File: src/cdmc_pkg.sv
// ----------------------------------------------------------------------------
// cdmc_pkg
// Shared types, constants and helpers of the clock display mode controller.
// ----------------------------------------------------------------------------
package cdmc_pkg;

    localparam int NUM_BUTTONS   = 3;
    localparam int PRESS_SAMPLES = 12;
    localparam logic [15:0] DB_FILL  = 16'((32'hFFFF << (PRESS_SAMPLES + 1)) & 32'hFFFF);
    localparam logic [15:0] DB_PRESS = DB_FILL | 16'(1 << PRESS_SAMPLES);
    localparam int QUEUE_DEPTH = 2;

    typedef enum logic [1:0] {
        KIND_TUBE   = 2'd0,
        KIND_REG    = 2'd1,
        KIND_SUPPLY = 2'd2
    } kind_t;

    typedef enum logic [1:0] {
        MODE_SHOW  = 2'd0,
        MODE_SET   = 2'd1,
        MODE_START = 2'd2,
        MODE_STOP  = 2'd3
    } mode_t;

    localparam logic [1:0] REG_MINUTES = 2'd1;
    localparam logic [1:0] REG_HOURS   = 2'd2;

    typedef struct packed {
        logic [2:0] st;
        logic [3:0] so;
        logic [2:0] mt;
        logic [3:0] mo;
        logic       ht;
        logic [3:0] ho;
        logic       pm;
    } tm_t;

    // one tick's item as handed from the front part to the back part
    typedef struct packed {
        logic [NUM_BUTTONS-1:0] lv;
        logic                   time_valid;
        tm_t                    rtc;
    } tick_t;

    typedef struct packed {
        kind_t      kind;
        logic [3:0] d1;
        logic [3:0] d2;
        logic [3:0] d3;
        logic [3:0] d4;
        logic       dot;
        logic [1:0] addr;
        logic [7:0] data;
        logic       supply;
        logic       last;
    } result_t;

    function automatic logic [15:0] db_shift(input logic [15:0] r, input logic lv);
        db_shift = {r[14:0], lv} | DB_FILL;
    endfunction

    function automatic logic [4:0] hval(input tm_t t);
        hval = 5'({4'b0, t.ht} * 5'd10 + {1'b0, t.ho});
    endfunction

    function automatic logic [6:0] mval(input tm_t t);
        mval = 7'({4'b0, t.mt} * 7'd10 + {3'b0, t.mo});
    endfunction

    function automatic logic same_time(input tm_t a, input tm_t b);
        same_time = (a.pm == b.pm) && (hval(a) == hval(b)) && (mval(a) == mval(b));
    endfunction

    function automatic tm_t inc_hours(input tm_t t);
        tm_t        r;
        logic [4:0] h;
        r = t;
        h = hval(t);
        if (h < 5'd9) begin
            r.ho = t.ho + 4'd1;
        end else if (h == 5'd9) begin
            r.ht = 1'b1;
            r.ho = 4'd0;
        end else if (h < 5'd12) begin
            r.ho = t.ho + 4'd1;
            if (h == 5'd11) r.pm = ~t.pm;
        end else begin
            r.ht = 1'b0;
            r.ho = 4'd1;
        end
        inc_hours = r;
    endfunction

    function automatic tm_t inc_minutes(input tm_t t);
        tm_t r;
        r = t;
        // ones digit mod 10 equal to 9 covers 9 only (4-bit values 0..15)
        if (t.mo != 4'd9) begin
            r.mo = t.mo + 4'd1;
        end else if (t.mt == 3'd5) begin
            r.mo = 4'd0;
            r.mt = 3'd0;
            r = inc_hours(r);
        end else begin
            r.mo = 4'd0;
            r.mt = t.mt + 3'd1;
        end
        inc_minutes = r;
    endfunction

endpackage

File: src/clock_display_mode_controller.sv
// ----------------------------------------------------------------------------
// clock_display_mode_controller
// Button, mode and schedule controller of a four-tube clock display.
// ----------------------------------------------------------------------------
// One input transaction is one loop tick: three raw button levels (0 pressed)
// and an optional real-time-clock reading loaded when time_valid is high.
// Each tick yields zero to three result transactions on the m_ channel:
// tube updates, rtc register writes and supply switches, the final one of a
// tick flagged by m_last.
// Ticks pass an input register and a two-entry queue; the tick engine takes a
// tick when its result buffer is empty or its final result leaves, and hands
// results out one per cycle while m_ready is high. A tick is held in the input
// register, a queue entry and the result buffer before its first result shows;
// the single result port sets the sustained tick rate.
// Reset clears debouncers, mode (show time), times and counters and turns the
// supply on. When the receiver stalls, results hold in the buffer and the
// queue absorbs up to three further ticks before s_ready falls.
// ----------------------------------------------------------------------------
module clock_display_mode_controller
    import cdmc_pkg::*;
(
    input  logic       aclk,
    input  logic       aresetn,
    input  logic       s_valid,
    output logic       s_ready,
    input  logic       s_hour_button_level,
    input  logic       s_minute_button_level,
    input  logic       s_mode_button_level,
    input  logic       s_time_valid,
    input  logic [2:0] s_rtc_second_tens,
    input  logic [3:0] s_rtc_second_ones,
    input  logic [2:0] s_rtc_minute_tens,
    input  logic [3:0] s_rtc_minute_ones,
    input  logic       s_rtc_hour_tens,
    input  logic [3:0] s_rtc_hour_ones,
    input  logic       s_rtc_pm,
    output logic       m_valid,
    input  logic       m_ready,
    output logic [1:0] m_kind,
    output logic [3:0] m_digit_first,
    output logic [3:0] m_digit_second,
    output logic [3:0] m_digit_third,
    output logic [3:0] m_digit_fourth,
    output logic       m_dot_on,
    output logic [1:0] m_reg_addr,
    output logic [7:0] m_reg_data,
    output logic       m_supply_on,
    output logic       m_last
);

    tm_t     rtc;
    logic    f_valid, f_ready, b_valid, b_ready;
    tick_t   f_data, b_data;
    result_t res;

    assign rtc = '{st: s_rtc_second_tens, so: s_rtc_second_ones,
                   mt: s_rtc_minute_tens, mo: s_rtc_minute_ones,
                   ht: s_rtc_hour_tens, ho: s_rtc_hour_ones, pm: s_rtc_pm};

    cdmc_front u_front (
        .aclk, .aresetn, .s_valid, .s_ready,
        .hour_level(s_hour_button_level), .minute_level(s_minute_button_level),
        .mode_level(s_mode_button_level), .time_valid(s_time_valid), .rtc,
        .q_valid(f_valid), .q_ready(f_ready), .q_data(f_data)
    );

    cdmc_queue u_queue (
        .aclk, .aresetn,
        .wr_valid(f_valid), .wr_ready(f_ready), .wr_data(f_data),
        .rd_valid(b_valid), .rd_ready(b_ready), .rd_data(b_data)
    );

    cdmc_back u_back (
        .aclk, .aresetn,
        .q_valid(b_valid), .q_ready(b_ready), .q_data(b_data),
        .m_valid, .m_ready, .m_data(res)
    );

    assign m_kind         = res.kind;
    assign m_digit_first  = res.d1;
    assign m_digit_second = res.d2;
    assign m_digit_third  = res.d3;
    assign m_digit_fourth = res.d4;
    assign m_dot_on       = res.dot;
    assign m_reg_addr     = res.addr;
    assign m_reg_data     = res.data;
    assign m_supply_on    = res.supply;
    assign m_last         = res.last;

endmodule

File: src/cdmc_queue.sv
// ----------------------------------------------------------------------------
// cdmc_queue
// Two-entry tick queue between the front and the back part.
// ----------------------------------------------------------------------------
module cdmc_queue
    import cdmc_pkg::*;
(
    input  logic  aclk,
    input  logic  aresetn,
    input  logic  wr_valid,
    output logic  wr_ready,
    input  tick_t wr_data,
    output logic  rd_valid,
    input  logic  rd_ready,
    output tick_t rd_data
);

    tick_t      mem_reg [QUEUE_DEPTH];
    logic       wptr_reg, wptr_next;
    logic       rptr_reg, rptr_next;
    logic [1:0] count_reg, count_next;
    logic       do_wr, do_rd;

    assign wr_ready = (count_reg != 2'(QUEUE_DEPTH));
    assign rd_valid = (count_reg != 2'd0);
    assign rd_data  = mem_reg[rptr_reg];
    assign do_wr    = wr_valid && wr_ready;
    assign do_rd    = rd_valid && rd_ready;

    always_comb begin
        wptr_next  = do_wr ? ~wptr_reg : wptr_reg;
        rptr_next  = do_rd ? ~rptr_reg : rptr_reg;
        count_next = count_reg + 2'(do_wr) - 2'(do_rd);
    end

    always_ff @(posedge aclk) begin
        if (!aresetn) begin
            wptr_reg  <= 1'b0;
            rptr_reg  <= 1'b0;
            count_reg <= 2'd0;
        end else begin
            wptr_reg  <= wptr_next;
            rptr_reg  <= rptr_next;
            count_reg <= count_next;
        end
    end

    always_ff @(posedge aclk) begin
        if (do_wr) mem_reg[wptr_reg] <= wr_data;
    end

endmodule

File: src/cdmc_front.sv
// ----------------------------------------------------------------------------
// cdmc_front
// Input stage: captures the tick transaction and packs it for the queue.
// ----------------------------------------------------------------------------
module cdmc_front
    import cdmc_pkg::*;
(
    input  logic       aclk,
    input  logic       aresetn,
    input  logic       s_valid,
    output logic       s_ready,
    input  logic       hour_level,
    input  logic       minute_level,
    input  logic       mode_level,
    input  logic       time_valid,
    input  tm_t        rtc,
    output logic       q_valid,
    input  logic       q_ready,
    output tick_t      q_data
);

    logic  valid_reg;
    tick_t data_reg;

    assign s_ready = !valid_reg || q_ready;
    assign q_valid = valid_reg;
    assign q_data  = data_reg;

    always_ff @(posedge aclk) begin
        if (!aresetn) begin
            valid_reg <= 1'b0;
        end else if (s_ready) begin
            valid_reg <= s_valid;
        end
    end

    always_ff @(posedge aclk) begin
        if (s_valid && s_ready) begin
            data_reg.lv         <= {mode_level, minute_level, hour_level};
            data_reg.time_valid <= time_valid;
            data_reg.rtc        <= rtc;
        end
    end

endmodule

File: src/cdmc_back.sv
// ----------------------------------------------------------------------------
// cdmc_back
// Tick engine: debounce, mode logic and result sequencing.
// ----------------------------------------------------------------------------
module cdmc_back
    import cdmc_pkg::*;
(
    input  logic    aclk,
    input  logic    aresetn,
    input  logic    q_valid,
    output logic    q_ready,
    input  tick_t   q_data,
    output logic    m_valid,
    input  logic    m_ready,
    output result_t m_data
);

    logic [15:0] press_reg [NUM_BUTTONS];
    logic [15:0] hold_reg  [NUM_BUTTONS];
    mode_t       mode_reg;
    logic        power_reg;
    logic        override_reg;
    tm_t         ct_reg;
    tm_t         sched_reg [2];
    logic [9:0]  dot_reg;
    logic [7:0]  ccount_reg;
    logic [3:0]  cdigit_reg;

    // pending results of the current tick (up to three)
    result_t     res_reg [3];
    logic [1:0]  res_cnt_reg;
    logic [1:0]  res_idx_reg;

    logic [15:0] press_next [NUM_BUTTONS];
    logic [15:0] hold_next  [NUM_BUTTONS];
    mode_t       mode_next;
    logic        power_next, override_next;
    tm_t         ct_next;
    tm_t         sched_next [2];
    logic [9:0]  dot_next;
    logic [7:0]  ccount_next;
    logic [3:0]  cdigit_next;
    result_t     res_next [3];
    logic [1:0]  res_cnt_next;

    logic busy, take;

    assign busy    = (res_idx_reg != res_cnt_reg);
    // a new tick may enter while the final result of the previous one leaves
    assign q_ready = !busy || (m_ready && (res_idx_reg + 2'd1 == res_cnt_reg));
    assign take    = q_valid && q_ready;
    assign m_valid = busy;
    assign m_data  = res_reg[res_idx_reg];

    function automatic result_t mk(input kind_t k);
        result_t r;
        r = '0;
        r.kind = k;
        mk = r;
    endfunction

    always_comb begin
        tm_t        ct, ed;
        logic [5:0] v;
        logic [3:0] tens, ones;
        logic [9:0] top;
        logic       p0, p1, p2, h0, h1;
        logic [1:0] n;
        result_t    tube;
        for (int b = 0; b < NUM_BUTTONS; b++) begin
            press_next[b] = press_reg[b];
            hold_next[b]  = hold_reg[b];
        end
        mode_next     = mode_reg;
        power_next    = power_reg;
        override_next = override_reg;
        sched_next[0] = sched_reg[0];
        sched_next[1] = sched_reg[1];
        dot_next      = dot_reg;
        ccount_next   = ccount_reg;
        cdigit_next   = cdigit_reg;
        for (int k = 0; k < 3; k++) res_next[k] = '0;
        n    = 2'd0;
        top  = 10'd255;
        ed   = '0;
        tens = 4'd0;
        ones = 4'd0;
        v    = 6'd0;
        tube = mk(KIND_TUBE);
        p0 = 1'b0; p1 = 1'b0; p2 = 1'b0; h0 = 1'b0; h1 = 1'b0;

        ct = q_data.time_valid ? q_data.rtc : ct_reg;

        if (!power_reg) begin
            // short-circuit order: each evaluated check shifts its register
            press_next[0] = db_shift(press_reg[0], q_data.lv[0]);
            p0 = (press_next[0] == DB_PRESS);
            if (!p0) begin
                press_next[1] = db_shift(press_reg[1], q_data.lv[1]);
                p1 = (press_next[1] == DB_PRESS);
                if (!p1) begin
                    press_next[2] = db_shift(press_reg[2], q_data.lv[2]);
                    p2 = (press_next[2] == DB_PRESS);
                end
            end
            if (p0 || p1 || p2) begin
                power_next    = 1'b1;
                override_next = 1'b1;
                res_next[0]   = mk(KIND_SUPPLY);
                res_next[0].supply = 1'b1;
                n = 2'd1;
            end else if (same_time(ct, sched_reg[1])) begin
                power_next    = 1'b1;
                override_next = 1'b0;
                res_next[0]   = mk(KIND_SUPPLY);
                res_next[0].supply = 1'b1;
                n = 2'd1;
            end
        end else begin
            hold_next[0] = db_shift(hold_reg[0], q_data.lv[0]);
            h0 = (hold_next[0] == DB_FILL);
            if (h0) begin
                hold_next[1] = db_shift(hold_reg[1], q_data.lv[1]);
                h1 = (hold_next[1] == DB_FILL);
            end
            if (h0 && h1) begin
                sched_next[0] = '0;
                sched_next[1] = '0;
            end else begin
                press_next[2] = db_shift(press_reg[2], q_data.lv[2]);
                if (press_next[2] == DB_PRESS) begin
                    mode_next = (mode_reg == MODE_STOP) ? MODE_SHOW
                                                        : mode_t'(mode_reg + 2'd1);
                end else if (mode_reg != MODE_SHOW) begin
                    unique case (mode_reg)
                        MODE_SET:   begin ed = ct;           top = 10'd255;  end
                        MODE_START: begin ed = sched_reg[0]; top = 10'd511;  end
                        default:    begin ed = sched_reg[1]; top = 10'd1023; end
                    endcase
                    press_next[0] = db_shift(press_reg[0], q_data.lv[0]);
                    if (press_next[0] == DB_PRESS) begin
                        ed = inc_hours(ed);
                    end else begin
                        press_next[1] = db_shift(press_reg[1], q_data.lv[1]);
                        if (press_next[1] == DB_PRESS) ed = inc_minutes(ed);
                    end
                    dot_next = (dot_reg >= top) ? 10'd0 : dot_reg + 10'd1;
                    tens = {3'b0, ed.ht};
                    ones = ed.ho;
                    if (ed.pm) begin
                        if (!(ed.ht && ed.ho == 4'd2)) begin
                            // hour value up to 25, so the shifted hour reaches 37
                            v = {1'b0, hval(ed)} + 6'd12;
                            tens = (v >= 6'd30) ? 4'd3 : (v >= 6'd20) ? 4'd2 :
                                   (v >= 6'd10) ? 4'd1 : 4'd0;
                            ones = 4'(v - {2'b0, tens} * 6'd10);
                        end
                    end else if (ed.ht && ed.ho == 4'd2) begin
                        tens = 4'd0;
                        ones = 4'd0;
                    end
                    tube.d1  = ed.mo;
                    tube.d2  = {1'b0, ed.mt};
                    tube.d3  = ones;
                    tube.d4  = tens;
                    tube.dot = (dot_next < 10'd128);
                    res_next[0] = tube;
                    n = 2'd1;
                    unique case (mode_reg)
                        MODE_SET: begin
                            ct = ed;
                            res_next[1] = mk(KIND_REG);
                            res_next[1].addr = REG_MINUTES;
                            res_next[1].data = {1'b0, ed.mt, ed.mo};
                            res_next[2] = mk(KIND_REG);
                            res_next[2].addr = REG_HOURS;
                            res_next[2].data = {2'b01, ed.pm, ed.ht, ed.ho};
                            n = 2'd3;
                        end
                        MODE_START: sched_next[0] = ed;
                        default:    sched_next[1] = ed;
                    endcase
                end else if (!ct.pm && hval(ct) == 5'd3 && mval(ct) < 7'd30) begin
                    ccount_next = ccount_reg + 8'd1;
                    if (ccount_next == 8'd255) begin
                        cdigit_next = (cdigit_reg == 4'd9) ? 4'd0 : cdigit_reg + 4'd1;
                    end
                    tube.d1 = cdigit_next;
                    tube.d2 = cdigit_next;
                    tube.d3 = cdigit_next;
                    tube.d4 = cdigit_next;
                    res_next[0] = tube;
                    n = 2'd1;
                end else begin
                    // the hour button hold is sampled a second time here
                    hold_next[0] = db_shift(hold_next[0], q_data.lv[0]);
                    if (hold_next[0] == DB_FILL) begin
                        tube.d1  = ct.so;
                        tube.d2  = {1'b0, ct.st};
                        tube.d3  = ct.mo;
                        tube.d4  = {1'b0, ct.mt};
                        tube.dot = 1'b1;
                        res_next[0] = tube;
                        n = 2'd1;
                    end else begin
                        tube.d1  = ct.mo;
                        tube.d2  = {1'b0, ct.mt};
                        tube.d3  = ct.ho;
                        tube.d4  = {3'b0, ct.ht};
                        tube.dot = 1'b1;
                        if (!override_reg && same_time(ct, sched_reg[0])) begin
                            if (!same_time(sched_reg[1], sched_reg[0])) begin
                                power_next    = 1'b0;
                                override_next = 1'b0;
                                res_next[0]   = mk(KIND_SUPPLY);
                                res_next[1]   = tube;
                                n = 2'd2;
                            end else begin
                                res_next[0] = tube;
                                n = 2'd1;
                            end
                        end else begin
                            if (same_time(ct, sched_reg[1])) override_next = 1'b0;
                            res_next[0] = tube;
                            n = 2'd1;
                        end
                    end
                end
            end
        end
        ct_next = ct;
        if (n != 2'd0) res_next[n - 2'd1].last = 1'b1;
        res_cnt_next = n;
    end

    always_ff @(posedge aclk) begin
        if (!aresetn) begin
            for (int b = 0; b < NUM_BUTTONS; b++) begin
                press_reg[b] <= '0;
                hold_reg[b]  <= '0;
            end
            mode_reg     <= MODE_SHOW;
            power_reg    <= 1'b1;
            override_reg <= 1'b0;
            ct_reg       <= '0;
            sched_reg[0] <= '0;
            sched_reg[1] <= '0;
            dot_reg      <= '0;
            ccount_reg   <= '0;
            cdigit_reg   <= '0;
            res_cnt_reg  <= '0;
            res_idx_reg  <= '0;
        end else if (take) begin
            for (int b = 0; b < NUM_BUTTONS; b++) begin
                press_reg[b] <= press_next[b];
                hold_reg[b]  <= hold_next[b];
            end
            mode_reg     <= mode_next;
            power_reg    <= power_next;
            override_reg <= override_next;
            ct_reg       <= ct_next;
            sched_reg[0] <= sched_next[0];
            sched_reg[1] <= sched_next[1];
            dot_reg      <= dot_next;
            ccount_reg   <= ccount_next;
            cdigit_reg   <= cdigit_next;
            res_cnt_reg  <= res_cnt_next;
            res_idx_reg  <= '0;
        end else if (busy && m_ready) begin
            res_idx_reg <= res_idx_reg + 2'd1;
        end
    end

    always_ff @(posedge aclk) begin
        if (take) begin
            for (int k = 0; k < 3; k++) res_reg[k] <= res_next[k];
        end
    end

endmodule

File: config.mk
export PLATFORM = sky130hd
export DESIGN_NAME = clock_display_mode_controller
export DESIGN_NICKNAME = d
export VERILOG_FILES = /design/src/cdmc_pkg.sv /design/src/clock_display_mode_controller.sv /design/src/cdmc_queue.sv /design/src/cdmc_front.sv /design/src/cdmc_back.sv
export SDC_FILE = /design/constraint.sdc
export NUM_CORES = 1
export LEC_CHECK = 0
export BUFFER_PORTS_ARGS = -buffer_cell sky130_fd_sc_hd__buf_2
export CORE_MARGIN = 3
export CORE_UTILIZATION = 49
export DETAILED_ROUTE_END_ITERATION = 12
export HOLD_SLACK_MARGIN = 0.02
export PLACE_DENSITY = 0.66
export SETUP_SLACK_MARGIN = 0.5
export SLEW_MARGIN = 20
export SYNTH_ARGS = -nofsm -noshare
export SYNTH_HDL_FRONTEND = slang
export SYNTH_SLANG_ARGS = --single-unit
File: constraint.sdc
create_clock -name aclk -period 8.1 [get_ports aclk]
set_input_delay 0 -clock aclk [delete_from_list [all_inputs] [get_ports aclk]]
set_output_delay 0 -clock aclk [all_outputs]
set_load 0.01 [all_outputs]
; ---- After elaboration in Yosys (flattened, before gate mapping)
; Memory sizes are Yosys's and may differ from the RTL's. A register that Yosys moved wholly into a read port is not among the register bits.
; Index checks and enable logic that the tools add are counted.
[word_totals]
mem_count = 5
out_inout_bits = 33
register_bits = 79
ram_bits = 277
inputBits = 28
[classes]
muxes = 146
multipliers = 9
reduce_logical = 38
addsub = 21
n_eq_ne = 33
order_cmp = 10
bitwise = 16
[mem_list]
columns = name, depth, word_bits, read_ports, rd_clocked_by_memory_dff, wr, line_no
row1 = u_back.res_reg, 3, 31, 1, 1, 3, cdmc_back.sv:30  ; result_t res_reg [3];
row2 = u_back.hold_reg, 3, 16, 2, 0, 3, cdmc_back.sv:19  ; logic [15:0] hold_reg [NUM_BUTTONS];
row3 = u_back.press_reg, 3, 16, 3, 0, 3, cdmc_back.sv:18  ; logic [15:0] press_reg [NUM_BUTTONS];
row4 = u_queue.mem_reg, 2, 24, 1, 1, 1, cdmc_queue.sv:18  ; tick_t mem_reg [QUEUE_DEPTH];
row5 = u_back.sched_reg, 2, 20, 2, 0, 2, cdmc_back.sv:24  ; tm_t sched_reg [2];
[op_table]
columns = operator, n
row1 = 20-bit two-way mux, 18
row2 = 31-bit two-way mux, 10
row3 = 93-bit two-way mux, 3
row4 = 16-bit two-way mux, 12
row5 = 40-bit two-way mux, 4
row6 = 32-bit two-way mux, 4
row7 = 62-bit two-way mux, 2
row8 = 48-bit two-way mux, 2
row9 = 93-bit bitwise mux, 1
row10 = 31-bit demux with 2-bit select, 1
row11 = 61-bit two-way mux, 1
row12 = 29-bit two-way mux, 2
row13 = 10-bit two-way mux, 5
row14 = 4-bit two-way mux, 12
row15 = 1-bit two-way mux, 46
row16 = 20-bit one-hot mux with 2 select lines, 1
row17 = 13-bit == test (second input constant), 3
row18 = 13-bit zero test, 3
row19 = 13-bit two-way mux, 3
row20 = 2-bit two-way mux, 13
row21 = 5-bit by 4-bit adder with 5-bit output, 5
row22 = 7-bit by 4-bit adder with 7-bit output, 3
row23 = 7-bit == test, 3
row24 = 1-bit by 3-bit multiplier with 4-bit output (second input constant), 5
row25 = 54 further kinds, 111

; ---- Logic depth before layout (Yosys ltp)
; Gate-level depths: netlist of run 1.
; An unclocked memory read counts as a cell.
[depth]
depth_word = 39
ltp_mapped = 32
ltp_nobuf = 29

; ---- By module
; A second synthesis of run 1 with hierarchy kept.
[hier_totals]
hier_cells = 1262
hier_area_um2 = 14227.4
[modules_own_cells]
columns = mod, area_each_um2, instances, seq_area_each_um2, cells_per_inst
row1 = cdmc_back, 11453.5, 1, 5485.3, 1128
row2 = cdmc_queue, 1995.7, 1, 1541.5, 105
row3 = cdmc_front, 778.2, 1, 740.7, 29

; ---- Worst setup path after synthesis of run 1
; OpenSTA, ideal clock, no wires.
[synth_timing]
path_type = register to register
from = reg u_back.mode_reg[0]
to = mem u_back.res_reg[0][19] (netlist bit) (data pin)
path_buffers = 3
path_stages_with_launch = 29
arrival_ns = 6.452
path_slack_ns = 1.501
cell_sequence = dfxtp_1 inv_1 ha_1 buf_2 buf_2 clkbuf_1 mux2_2 ha_1 ha_1 xnor2_1 nor3_1 o21a_1 a211oi_1 nand2b_1 a21boi_0 nor2b_2 inv_2 ha_1 xor2_1 ha_1 nor2b_1 nor3b_1 a31oi_1 a22oi_1 mux2i_4 ha_1 fa_1 or4_1 a21oi_1
[synth_lines]
columns = element, line_no
row1 = "start, declared", cdmc_back.sv:20  ; mode_t mode_reg;
row2 = "start signal, assigned", cdmc_back.sv:258  ; mode_reg <= mode_next;
row3 = "end, declared", cdmc_back.sv:30

==> PnR_summary.wiki, run 1 <==
{| class="wikitable"
! Metric !! Value
|-
| Run status || finished clean
|-
| Vias in the first global route || 10105
|-
| DP Worst Slack || 0.798 ns
|-
| First DRT Iteration DRCs || 886
|-
| Max transition margin || 27.3%
|-
| Type of the worst min-delay path || in2reg
|-
| Total detailed-routing wirelength || 34300 um
|-
| Slowest cell on the critical path || sky130_fd_sc_hd__ha_1
|-
| Stage delay of the slowest cell on the critical path || 0.76 ns
|-
| Number of clock buffers inserted by TritonCTS || 28
|-
| First-pass iteration count of the detailed router || 5
|-
| Worst clock skew || 0.0159 ns
|-
| Most frequent cell on the critical path || sky130_fd_sc_hd__ha_1
|-
| Mean Syn Cell Area || 11.0 sq um
|-
| Clock transition at the register clock pins on the worst setup and hold paths after CTS || 0.07 ns
|-
| CP endpoint kind || register
|-
| Via count || 10238
|-
| RSZ-0062 raised after global routing || no
|-
| Top fanout value on the critical path || 21
|-
| Most frequent cells in the layout || 220 x sky130_fd_sc_hd__edfxtp_1, 165 x sky130_fd_sc_hd__nor2_1, 85 x sky130_fd_sc_hd__nand2_1, 59 x sky130_fd_sc_hd__buf_2, 58 x sky130_fd_sc_hd__dfxtp_1
|-
| Most used DFF post-synth || sky130_fd_sc_hd__edfxtp_1
|-
| Placeable core region || 28800 sq um
|-
| Pin count of the biggest net entering global routing || 102
|-
| Post-detailed-placement half-perimeter wirelength || 24600 um
|-
| Net count of the finished layout || 1476
|-
| Final setup fails || 0
|-
| Final Max Tran Viols || 0
|-
| Die Y-Extent || 177 um
|-
| TNS Setup || 0 ns
|-
| Synth cell types || 77
|-
| Number of enable-type register cells in the synthesized netlist || 220
|-
| Residual overflow from global routing || 0
|-
| Required time reported for the critical path endpoint || 8.49 ns
|-
| Post-route fraction of the period consumed by the critical path || 87.1%
|-
| Overall global routing resource usage || 22.0%
|-
| Initial core utilization || 49.9%
|-
| Drt via density || 5.70
|-
| Net count after synthesis || 1395
|-
| Area growth from synthesis to layout || 13.6%
|-
| Minimum setup slack in the final design || 1.05 ns
|-
| Overall power of the completed layout || 6.09 mW
|-
| Seq/Total Area, Yosys || 54.1%
|-
| Wire length of the first global-routing pass || 54500 um
|-
| Final min period || 7.05 ns
|-
| Placed insts || 1712
|-
| Peak clock frequency supported by timing || 0.142 GHz
|-
| Remaining DRCs || 0
|-
| Worst slew pin tran || 1.09 ns
|-
| Post-synthesis register bit count || 278
|-
| CTS HTree Levels || 1
|-
| Buffers added on ports || 59
|-
| Clk sink count || 278
|-
| Synthesis warning total || 0
|-
| Insertion delay of the later-clocked pin in the worst-skew pair || 0.54 ns
|-
| Netlist area before placement || 14400 sq um
|-
| LEAKAGE || 6.43 nW
|-
| Clock tree from TritonCTS || built
|-
| Count of mapped cells out of synthesis || 1311
|-
| Number of hold violations in the final report || 0
|-
| Number of buffers on the longest clock path || 3
|-
| Startpoint type of the worst setup path || register
|-
| Io pins || 61
|-
| Antenna diode count || 0
|-
| Pwr Density || 373 nW/um^2
|-
| Final Non-Filler Cells || 1797
|-
| Worst IR Drop VDD || 0.226 mV
|-
| Number of antenna violations at the first check in global routing || 1
|-
| Number of max-cap violations || 0
|-
| Floorplan die area || 31400 sq um
|-
| Number of nets still failing antenna checks after routing || 0
|-
| Fillers || 2450
|-
| Number of rows created at floorplan || 62
|-
| Buffer cell driving the clock tree root || sky130_fd_sc_hd__clkbuf_16
|-
| Async set or reset register ratio after synthesis || 0%
|-
| GP Congestion || 0.925
|-
| Most common cell after layout, fill and taps aside || sky130_fd_sc_hd__edfxtp_1
|-
| Critical path type || reg2reg
|-
| Horiz. Die Dim || 177 um
|-
| Arr. time, crit path || 7.45 ns
|-
| DR WL/cell || 19.1 um
|-
| Fraction of final layout cells with drive strength greater than 1 || 12.5%
|}
worst max-delay path, delay by kind of cell (launching register included):
family          cells  cell delay, ns
compound gates      8            1.77
fa+ha+maj           8            2.91
mux                 1            0.13
flops               1            0.37
buf+inv             2            0.19
xor+xnor            1            0.10
simple gates        5            1.42
cells in the mapped netlist, types with 4 or more instances:
library cell	instances	area [sq um]
sky130_fd_sc_hd__mux2_2	11	124
sky130_fd_sc_hd__a21boi_0	11	82.6
sky130_fd_sc_hd__o211ai_1	12	90.1
sky130_fd_sc_hd__nand2b_1	7	43.8
sky130_fd_sc_hd__o21a_1	6	45.0
sky130_fd_sc_hd__a211oi_1	9	67.6
sky130_fd_sc_hd__o211a_1	4	40.0
sky130_fd_sc_hd__nand4_1	18	113
sky130_fd_sc_hd__and2_1	29	181
sky130_fd_sc_hd__xor2_1	40	350
sky130_fd_sc_hd__nor3b_1	5	37.5
sky130_fd_sc_hd__dfxtp_1	58	1160
sky130_fd_sc_hd__nor2b_1	23	144
sky130_fd_sc_hd__xnor2_1	45	394
sky130_fd_sc_hd__o21ai_0	57	285
sky130_fd_sc_hd__nand2_1	85	319
sky130_fd_sc_hd__mux2i_1	55	551
sky130_fd_sc_hd__edfxtp_1	220	6610
sky130_fd_sc_hd__buf_2	4	20.0
sky130_fd_sc_hd__buf_6	4	45.0
sky130_fd_sc_hd__ha_1	52	651
sky130_fd_sc_hd__a22o_1	8	70.1
sky130_fd_sc_hd__nor4_1	20	125
sky130_fd_sc_hd__a22oi_1	11	82.6
sky130_fd_sc_hd__or3_1	7	43.8
sky130_fd_sc_hd__a21o_1	7	52.6
sky130_fd_sc_hd__and3_1	52	325
sky130_fd_sc_hd__nand3_1	38	190
sky130_fd_sc_hd__fa_1	4	80.1
sky130_fd_sc_hd__nor3_1	21	105
sky130_fd_sc_hd__nor2_1	166	623
sky130_fd_sc_hd__buf_1	7	26.3
sky130_fd_sc_hd__clkbuf_1	48	180
sky130_fd_sc_hd__and4_1	4	35.0
sky130_fd_sc_hd__inv_1	39	146
sky130_fd_sc_hd__a21oi_1	50	250
sky130_fd_sc_hd__a31oi_1	17	106
layer usage:
layer,vias up,track usage (%),part of all wire [%]
met3,69,3.58,7.4
li1,4947,-,-
met4,2,6.91,2.9
met5,-,0,0.038
met2,342,34.7,44
met1,4878,31.2,45
what timing repair did:
item                       4_1_cts  5_1_grt
hold buffers                    26        0
setup endpoints to repair        0        2
hold endpoints to repair        29        0
resized for setup                0        3
buffers inserted                 0        8
path summary, 6_finish.rpt:
kind | startpoint | cells after the start | slack (ns) | to
max | u_back.mode_reg[0] | 25 | 1.05 | u_back.res_reg[0][19]
min | s_mode_button_level | 2 | 0.17 | u_front.q_data[23]
max reg2reg | u_back.mode_reg[0] | 25 | 1.05 | u_back.res_reg[0][19]
min reg2reg | u_front.q_data[8] | 0 | 0.44 | u_queue.mem_reg[1][8]
area by class of cell:
class | instances | area, sq um | share of cell area [%]
Clock buffer | 33 | 761 | 4.66
Clock inverter | 18 | 175 | 1.07
Inverter | 41 | 155 | 0.951
Multi-Input combinational cell | 926 | 6190 | 37.9
Sequential cell | 278 | 7770 | 47.6
Tap cell | 384 | 480 | 2.94
Timing Repair Buffer | 117 | 796 | 4.88
per-stage QoR:
stage	instance area [sq um]	hold slack (ns)	util, %
after global routing	16300	0.161	56.7
after detailed placement	15000	0.178	52.3
final	16300	0.172	56.7
after CTS	16200	0.149	56.4
after global placement	15000	0.176	52.3
after floorplan	14400	0.0989	-
cell families after synthesis:
kind of cell	after synthesis	synth area share (%)
AND/OR/NAND/NOR	491	17.0
other	1	0.0261
AO/OA/AOI/OAI	223	10.4
flip-flops	278	54.1
multiplexers	68	5.01
buffers and inverters	107	3.12
XOR/XNOR	86	5.29
adder cells (fa/ha/maj)	57	5.16
where the power goes:
part / internal (mW) / switching, mW / total (mW)
logic: 0.976 / 1.57 / 2.54
registers: 2.03 / 0.215 / 2.24
clock network: 0.765 / 0.536 / 1.30
total: 3.77 / 2.32 / 6.09
No activity file was read; power rests on OpenSTA's default activity.
==> run 2: changes to the inputs <==
--- a/config.mk
+++ b/config.mk
@@ -10,6 +10,7 @@
 export CORE_UTILIZATION = 49
 export DETAILED_ROUTE_END_ITERATION = 12
 export HOLD_SLACK_MARGIN = 0.02
+export MAX_ROUTING_LAYER = met4
 export PLACE_DENSITY = 0.66
 export SETUP_SLACK_MARGIN = 0.5
 export SLEW_MARGIN = 20
==> constraint.sdc (replaced) <==
create_clock -name aclk -period 8.2 [get_ports aclk]
set_input_delay 0 -clock aclk [delete_from_list [all_inputs] [get_ports aclk]]
set_output_delay 0 -clock aclk [all_outputs]
set_load 0.01 [all_outputs]
==> PnR_summary.wiki, run 2 (synthesized netlist as in run 1, its figures left out) <==
{| class="wikitable"
! Metric !! Value
|-
| Clock transition at the register clock pins on the worst setup and hold paths after CTS || 0.06 ns (was 0.07 ns)
|-
| CTS HTree Levels || 1 (unchanged)
|-
| Startpoint type of the worst setup path || register (unchanged)
|-
| Clk sink count || 278 (unchanged)
|-
| LEAKAGE || 6.52 nW (was 6.43 nW)
|-
| Number of nets still failing antenna checks after routing || 0 (unchanged)
|-
| Met3 Routed Length || 2480 um (was 2530 um)
|-
| Die Y-Extent || 177 um (unchanged)
|-
| Horiz. Die Dim || 177 um (unchanged)
|-
| Required time reported for the critical path endpoint || 8.62 ns (was 8.49 ns)
|-
| Final setup fails || 0 (unchanged)
|-
| Io pins || 61 (unchanged)
|-
| CP endpoint kind || register (unchanged)
|-
| Post-route fraction of the period consumed by the critical path || 88.2% (was 87.1%)
|-
| Worst slew pin tran || 1.16 ns (was 1.09 ns)
|-
| WHS || 0.139 ns (was 0.172 ns)
|-
| Most frequent cells in the layout || 220 x sky130_fd_sc_hd__edfxtp_1, 165 x sky130_fd_sc_hd__nor2_1, 85 x sky130_fd_sc_hd__nand2_1, 59 x sky130_fd_sc_hd__buf_2 (was 220 x sky130_fd_sc_hd__edfxtp_1, 165 x sky130_fd_sc_hd__nor2_1, 85 x sky130_fd_sc_hd__nand2_1, 59 x sky130_fd_sc_hd__buf_2, 58 x sky130_fd_sc_hd__dfxtp_1)
|-
| Number of max-cap violations || 0 (unchanged)
|-
| Top fanout value on the critical path || 13 (was 21)
|-
| Remaining DRCs || 0 (unchanged)
|-
| Number of hold violations in the final report || 0 (unchanged)
|-
| RSZ-0062 raised after global routing || no (unchanged)
|-
| Number of cells on the worst reg-to-reg path || 26 (was 25)
|-
| Critical path type || reg2reg (unchanged)
|-
| Number of antenna violations at the first check in global routing || 0 (was 1)
|-
| GP Congestion || 0.943 (was 0.925)
|-
| Most common cell after layout, fill and taps aside || sky130_fd_sc_hd__edfxtp_1 (unchanged)
|-
| TNS Setup || 0 ns (unchanged)
|-
| Detailed-routing wirelength on met1 || 15700 um (was 15500 um)
|-
| Total length of routed met2 wires || 15400 um (was 15200 um)
|-
| Minimum setup slack in the final design || 0.964 ns (was 1.05 ns)
|-
| First-pass iteration count of the detailed router || 5 (unchanged)
|-
| Max transition margin || 22.6% (was 27.3%)
|-
| Run status || finished clean (unchanged)
|-
| Final Max Tran Viols || 0 (unchanged)
|-
| Residual overflow from global routing || 0 (unchanged)
|-
| DP Worst Slack || 0.757 ns (was 0.798 ns)
|-
| Pin count of the biggest net entering global routing || 102 (unchanged)
|-
| Buffers added on ports || 59 (unchanged)
|-
| First DRT Iteration DRCs || 1098 (was 886)
|-
| Fraction of final layout cells with drive strength greater than 1 || 12.7% (was 12.5%)
|-
| Highest routed layer || met4 (was met5)
|-
| Number of clock buffers inserted by TritonCTS || 30 (was 28)
|-
| Overall global routing resource usage || 23.0% (was 22.0%)
|-
| Type of the worst min-delay path || in2reg (unchanged)
|-
| Number of buffers on the longest clock path || 3 (unchanged)
|-
| Number of rows created at floorplan || 62 (unchanged)
|-
| Worst clock skew || 0.0123 ns (was 0.0159 ns)
|-
| Overall power of the completed layout || 6.32 mW (was 6.09 mW)
|-
| Antenna diode count || 0 (unchanged)
|-
| Insertion delay of the later-clocked pin in the worst-skew pair || 0.57 ns (was 0.54 ns)
|-
| Peak clock frequency supported by timing || 0.138 GHz (was 0.142 GHz)
|-
| Via count || 10328 (was 10238)
|-
| Pwr Density || 383 nW/um^2 (was 373 nW/um^2)
|-
| Initial core utilization || 49.9% (unchanged)
|-
| Net count of the finished layout || 1471 (was 1476)
|-
| Placeable core region || 28800 sq um (unchanged)
|-
| Clock tree from TritonCTS || built (unchanged)
|-
| Floorplan die area || 31400 sq um (unchanged)
|-
| Worst IR Drop VDD || 0.230 mV (was 0.226 mV)
|-
| Buffer cell driving the clock tree root || sky130_fd_sc_hd__clkbuf_16 (unchanged)
|-
| Worst hold stages || 2 (unchanged)
|-
| Vias in the first global route || 10035 (was 10105)
|-
| Area growth from synthesis to layout || 14.9% (was 13.6%)
|-
| Final min period || 7.24 ns (was 7.05 ns)
|-
| Total detailed-routing wirelength || 34900 um (was 34300 um)
|-
| Wire length of the first global-routing pass || 55400 um (was 54500 um)
|-
| DR WL/cell || 19.5 um (was 19.1 um)
|-
| Arr. time, crit path || 7.65 ns (was 7.45 ns)
|-
| Drt via density || 5.75 (was 5.70)
|-
| Post-detailed-placement half-perimeter wirelength || 24700 um (was 24600 um)
|}
## run 2: stage by stage
| step | cell area (sq um) | util (%) | cells |
|---|---|---|---|
| after global placement | 15100 | 52.3 | 1713 |
| after floorplan | 14400 | - | 1311 |
| after global routing | 16500 | 57.4 | 1795 |
| final | 16500 | 57.4 | 1795 |
| after detailed placement | 15100 | 52.3 | 1713 |
| after CTS | 16500 | 57.3 | 1795 |
## run 2: repair_timing
| item | 4_1_cts | 5_1_grt |
|---|---|---|
| hold buffers | 26 | 0 |
| setup buffers | 0 | 0 |
| endpoints found under the setup margin | 0 | 2 |
| gates resized for setup | 0 | 3 |
| endpoints found under the hold margin | 29 | 0 |
## run 2: worst max-delay path: stages, from the launching register on
cell	delay [ns]
sky130_fd_sc_hd__edfxtp_1	0.76
sky130_fd_sc_hd__mux2i_1	0.19
sky130_fd_sc_hd__mux2i_2	0.43
sky130_fd_sc_hd__a22oi_1	0.15
sky130_fd_sc_hd__a21oi_1	0.39
sky130_fd_sc_hd__ha_1	0.25
sky130_fd_sc_hd__ha_1	0.21
sky130_fd_sc_hd__xnor2_1	0.15
sky130_fd_sc_hd__nor3_1	0.07
sky130_fd_sc_hd__o21a_1	0.11
sky130_fd_sc_hd__a211oi_2	0.45
sky130_fd_sc_hd__and3_1	0.24
sky130_fd_sc_hd__a21oi_1	0.09
sky130_fd_sc_hd__inv_1	0.12
sky130_fd_sc_hd__ha_1	0.21
sky130_fd_sc_hd__ha_1	0.18
sky130_fd_sc_hd__xor2_1	0.31
sky130_fd_sc_hd__ha_1	0.23
sky130_fd_sc_hd__nor2b_1	0.18
sky130_fd_sc_hd__nor3b_1	0.40
sky130_fd_sc_hd__a31oi_1	0.15
sky130_fd_sc_hd__a22oi_1	0.33
sky130_fd_sc_hd__mux2i_4	0.13
sky130_fd_sc_hd__ha_1	0.24
sky130_fd_sc_hd__fa_1	0.46
sky130_fd_sc_hd__or4_1	0.52
sky130_fd_sc_hd__a21oi_1	0.13
## run 2: path summary, 6_finish.rpt
check | start | end | slack [ns]
worst max register to register | u_queue.mem_reg[0][20] | u_back.res_reg[0][19] | 0.96
worst max-delay path | u_queue.mem_reg[0][20] | u_back.res_reg[0][19] | 0.96
worst min register to register | u_front.q_data[21] | u_queue.mem_reg[0][21] | 0.45
worst min-delay path | s_rtc_second_tens[0] | u_front.q_data[17] | 0.14
## run 2: report_power, final
group          total (mW)  internal, mW  leakage (nW)  switching (mW)
Combinational        2.54         0.968          3.29            1.57
Sequential           2.22          2.01          2.65           0.215
Clock                1.56         0.961         0.577           0.600
Total                6.32          3.93          6.52            2.38
## run 2: final cells by class
type	count	area (sq um)
Fill cell	2395	12300
Sequential cell	278	7770
Clock buffer	36	870
Clock inverter	20	314
Multi-Input combinational cell	926	6180
Tap cell	384	480
Inverter	41	155
Timing Repair Buffer	110	743
## run 2: layer usage
layer / vias to the layer above / global-route usage, %
li1: 4937 / -
met1: 4921 / 31.8
met2: 385 / 34.4
met3: 85 / 3.95
met4: 0 / 8.09
met5: - / -
==> run 3: changes to the inputs <==
==> constraint.sdc (replaced) <==
create_clock -name aclk -period 8.85 [get_ports aclk]
set_input_delay 0 -clock aclk [delete_from_list [all_inputs] [get_ports aclk]]
set_output_delay 0 -clock aclk [all_outputs]
set_load 0.01 [all_outputs]
==> PnR_summary.wiki, run 3 (synthesized netlist as in run 1, its figures left out) <==
{| class="wikitable"
! Metric !! Value
|-
| Run status || finished clean (unchanged)
|-
| LEAKAGE || 6.37 nW (was 6.52 nW)
|-
| Type of the worst min-delay path || in2reg (unchanged)
|-
| Startpoint type of the worst setup path || register (unchanged)
|-
| Clock transition at the register clock pins on the worst setup and hold paths after CTS || 0.06 ns (about the same)
|-
| Arr. time, crit path || 8.12 ns (was 7.65 ns)
|-
| Peak clock frequency supported by timing || 0.130 GHz (was 0.138 GHz)
|-
| Buffer cell driving the clock tree root || sky130_fd_sc_hd__clkbuf_16 (unchanged)
|-
| Post-route fraction of the period consumed by the critical path || 87.1% (was 88.2%)
|-
| Minimum setup slack in the final design || 1.14 ns (was 0.964 ns)
|-
| Number of buffers on the longest clock path || 3 (unchanged)
|-
| GP Congestion || 0.978 (was 0.943)
|-
| Logic gate share of total power || 41.6% (was 40.1%)
|-
| Final setup fails || 0 (unchanged)
|-
| Switching Share || 38.2% (was 37.7%)
|-
| Number of hold violations in the final report || 0 (unchanged)
|-
| Placeable core region || 28800 sq um (unchanged)
|-
| Slowest cell on the critical path || sky130_fd_sc_hd__a211oi_1 (was sky130_fd_sc_hd__edfxtp_1)
|-
| Total length of routed met2 wires || 15600 um (was 15400 um)
|-
| Pwr Density || 344 nW/um^2 (was 383 nW/um^2)
|-
| Post-detailed-placement half-perimeter wirelength || 24300 um (was 24700 um)
|-
| Area growth from synthesis to layout || 13.1% (was 14.9%)
|-
| Via count || 10327 (was 10328)
|-
| Worst clock skew || 0.0141 ns (was 0.0123 ns)
|-
| Switching power || 2.14 mW (was 2.38 mW)
|-
| Floorplan die area || 31400 sq um (unchanged)
|-
| Fraction of final layout cells with drive strength greater than 1 || 11.2% (was 12.7%)
|-
| Remaining DRCs || 0 (unchanged)
|-
| Antenna diode count || 0 (unchanged)
|-
| Insertion delay of the later-clocked pin in the worst-skew pair || 0.56 ns (was 0.57 ns)
|-
| Pin count of the biggest net entering global routing || 102 (unchanged)
|-
| Minimum setup slack among reg-to-reg paths || 1.14 ns (was 0.96 ns)
|-
| Wire length of the first global-routing pass || 54600 um (was 55400 um)
|-
| Cell-internal power || 3.46 mW (was 3.93 mW)
|-
| Buffers added on ports || 59 (unchanged)
|-
| Number of rows created at floorplan || 62 (unchanged)
|-
| Clk sink count || 278 (unchanged)
|-
| Beginning of the worst hold path || s_rtc_hour_ones[1] (was s_rtc_second_tens[0])
|-
| Drt via density || 5.77 (was 5.75)
|-
| Overall global routing resource usage || 22.6% (was 23.0%)
|-
| Most common cell after layout, fill and taps aside || sky130_fd_sc_hd__edfxtp_1 (unchanged)
|-
| Stage delay of the slowest cell on the critical path || 0.71 ns (was 0.76 ns)
|-
| RSZ-0062 raised after global routing || no (unchanged)
|-
| Most frequent cell on the critical path || sky130_fd_sc_hd__ha_1 (unchanged)
|-
| Worst slew pin tran || 1.16 ns (about the same)
|-
| WHS || 0.143 ns (was 0.139 ns)
|-
| TNS Setup || 0 ns (unchanged)
|-
| Met3 Routed Length || 2210 um (was 2480 um)
|-
| Final core area utilization || 56.4% (was 57.4%)
|-
| Final min period || 7.71 ns (was 7.24 ns)
|-
| Clock tree from TritonCTS || built (unchanged)
|-
| Max transition margin || 22.3% (was 22.6%)
|-
| CP endpoint kind || register (unchanged)
|-
| Source of the critical timing path || u_queue.mem_reg[0][20] (unchanged)
|-
| First-pass iteration count of the detailed router || 5 (unchanged)
|-
| Critical path type || reg2reg (unchanged)
|-
| Number of antenna violations at the first check in global routing || 0 (unchanged)
|-
| Number of clock buffers inserted by TritonCTS || 29 (was 30)
|-
| Required time reported for the critical path endpoint || 9.26 ns (was 8.62 ns)
|-
| Beginning of the worst register-to-register path || u_queue.mem_reg[0][20] (unchanged)
|-
| Die Y-Extent || 177 um (unchanged)
|-
| DP Worst Slack || 1.32 ns (was 0.757 ns)
|-
| Initial core utilization || 49.9% (unchanged)
|-
| Overall power of the completed layout || 5.59 mW (was 6.32 mW)
|-
| Horiz. Die Dim || 177 um (unchanged)
|-
| DR WL/cell || 19.3 um (was 19.5 um)
|-
| Residual overflow from global routing || 0 (unchanged)
|-
| Most frequent cells in the layout || 220 x sky130_fd_sc_hd__edfxtp_1, 165 x sky130_fd_sc_hd__nor2_1, 85 x sky130_fd_sc_hd__nand2_1, 59 x sky130_fd_sc_hd__buf_2, 58 x sky130_fd_sc_hd__dfxtp_1 (was 220 x sky130_fd_sc_hd__edfxtp_1, 165 x sky130_fd_sc_hd__nor2_1, 85 x sky130_fd_sc_hd__nand2_1, 59 x sky130_fd_sc_hd__buf_2)
|-
| Crit Reg-Reg Endpoint || u_back.res_reg[0][19] (unchanged)
|-
| Vias in the first global route || 9943 (was 10035)
|-
| Top fanout value on the critical path || 22 (was 13)
|-
| Total detailed-routing wirelength || 34600 um (was 34900 um)
|-
| Reg power frac || 36.7% (was 35.1%)
|-
| Critical path capture point || u_back.res_reg[0][19] (unchanged)
|-
| CTS HTree Levels || 1 (unchanged)
|-
| Post-CTS resize count || 0 (unchanged)
|-
| Net count of the finished layout || 1467 (was 1471)
|-
| Number of max-cap violations || 0 (unchanged)
|-
| Number of nets still failing antenna checks after routing || 0 (unchanged)
|-
| Highest routed layer || met4 (unchanged)
|-
| Number of cells on the worst reg-to-reg path || 27 (was 26)
|-
| Final Max Tran Viols || 0 (unchanged)
|-
| Detailed-routing wirelength on met1 || 15800 um (was 15700 um)
|-
| Worst IR Drop VDD || 0.222 mV (was 0.230 mV)
|-
| First DRT Iteration DRCs || 1023 (was 1098)
|-
| Part of the power in the clock network || 21.7% (was 24.7%)
|-
| Io pins || 61 (unchanged)
|}
[run 3: changes by cell type in the layout (fill, tap and decap cells not counted), moves of 2 or more]
cell and change:
sky130_fd_sc_hd__buf_4 -3, sky130_fd_sc_hd__clkbuf_16 -5, sky130_fd_sc_hd__bufinv_16 -3, sky130_fd_sc_hd__clkbuf_1 +12, sky130_fd_sc_hd__clkinvlp_4 +2, sky130_fd_sc_hd__inv_6 -4
sky130_fd_sc_hd__clkinv_4 -4
[run 3: layout make-up]
| cell class | instances | area, sq um |
|---|---|---|
| clock buffer | 43 | 798 |
| clock inverter | 11 | 150 |
| fill | 2391 | 12500 |
| inverter | 41 | 155 |
| multi-input combinational | 926 | 6170 |
| sequential | 278 | 7770 |
| tap | 384 | 480 |
| timing repair buffer | 107 | 721 |
[run 3: worst min-delay path by stage]
stage / depth (start not counted) / endpoint / slack [ns]
finish: 2 / u_front.q_data[2] / 0.14
detailed placement: 1 / u_front.q_data[12] / 0.18
global placement: 1 / u_front.q_data[12] / 0.18
global route: 2 / u_front.q_data[13] / 0.14
CTS: 2 / u_front.q_data[2] / 0.12
floorplan: 0 / u_front.q_data[0] / 0.1
[run 3: routing by layer]
layer / up-vias / GRT usage (%)
met1: 5001 / 32.3
met3: 80 / 3.00
met5: - / -
met2: 326 / 34.0
met4: 0 / 6.71
li1: 4920 / -
[run 3: repair_timing]
action / in CTS / in global routing
hold buffers: 26 / 0
endpoints found under the hold margin: 29 / 0
buffers inserted: 0 / 0
[run 3: per-stage QoR]
stage,cells,cell area (sq um)
2_1_floorplan,1311,14400
3_3_place_gp,1710,15000
3_5_place_dp,1710,15000
4_1_cts,1790,16200
5_1_grt,1790,16200
6_report,1790,16200
[run 3: power by group through the flow]
stage | Clock, mW | Sequential (mW) | Combinational (mW)
2_1_floorplan | 0 | 2.00 | 1.72
5_1_grt | 1.29 | 2.09 | 2.57
4_1_cts | 1.24 | 2.05 | 2.32
6_report | 1.21 | 2.05 | 2.33
3_3_place_gp | 0 | 2.06 | 2.24
3_5_place_dp | 0 | 2.07 | 2.29
[run 3: worst max-delay path, delay by kind of cell (launching register included)]
| family | cells | cell delay, ns |
|---|---|---|
| compound gates | 8 | 1.97 |
| fa+ha+maj | 7 | 1.73 |
| simple gates | 6 | 1.50 |
| mux | 3 | 1.07 |
| flops | 1 | 0.64 |
| xor+xnor | 2 | 0.52 |
| buf+inv | 1 | 0.11 |
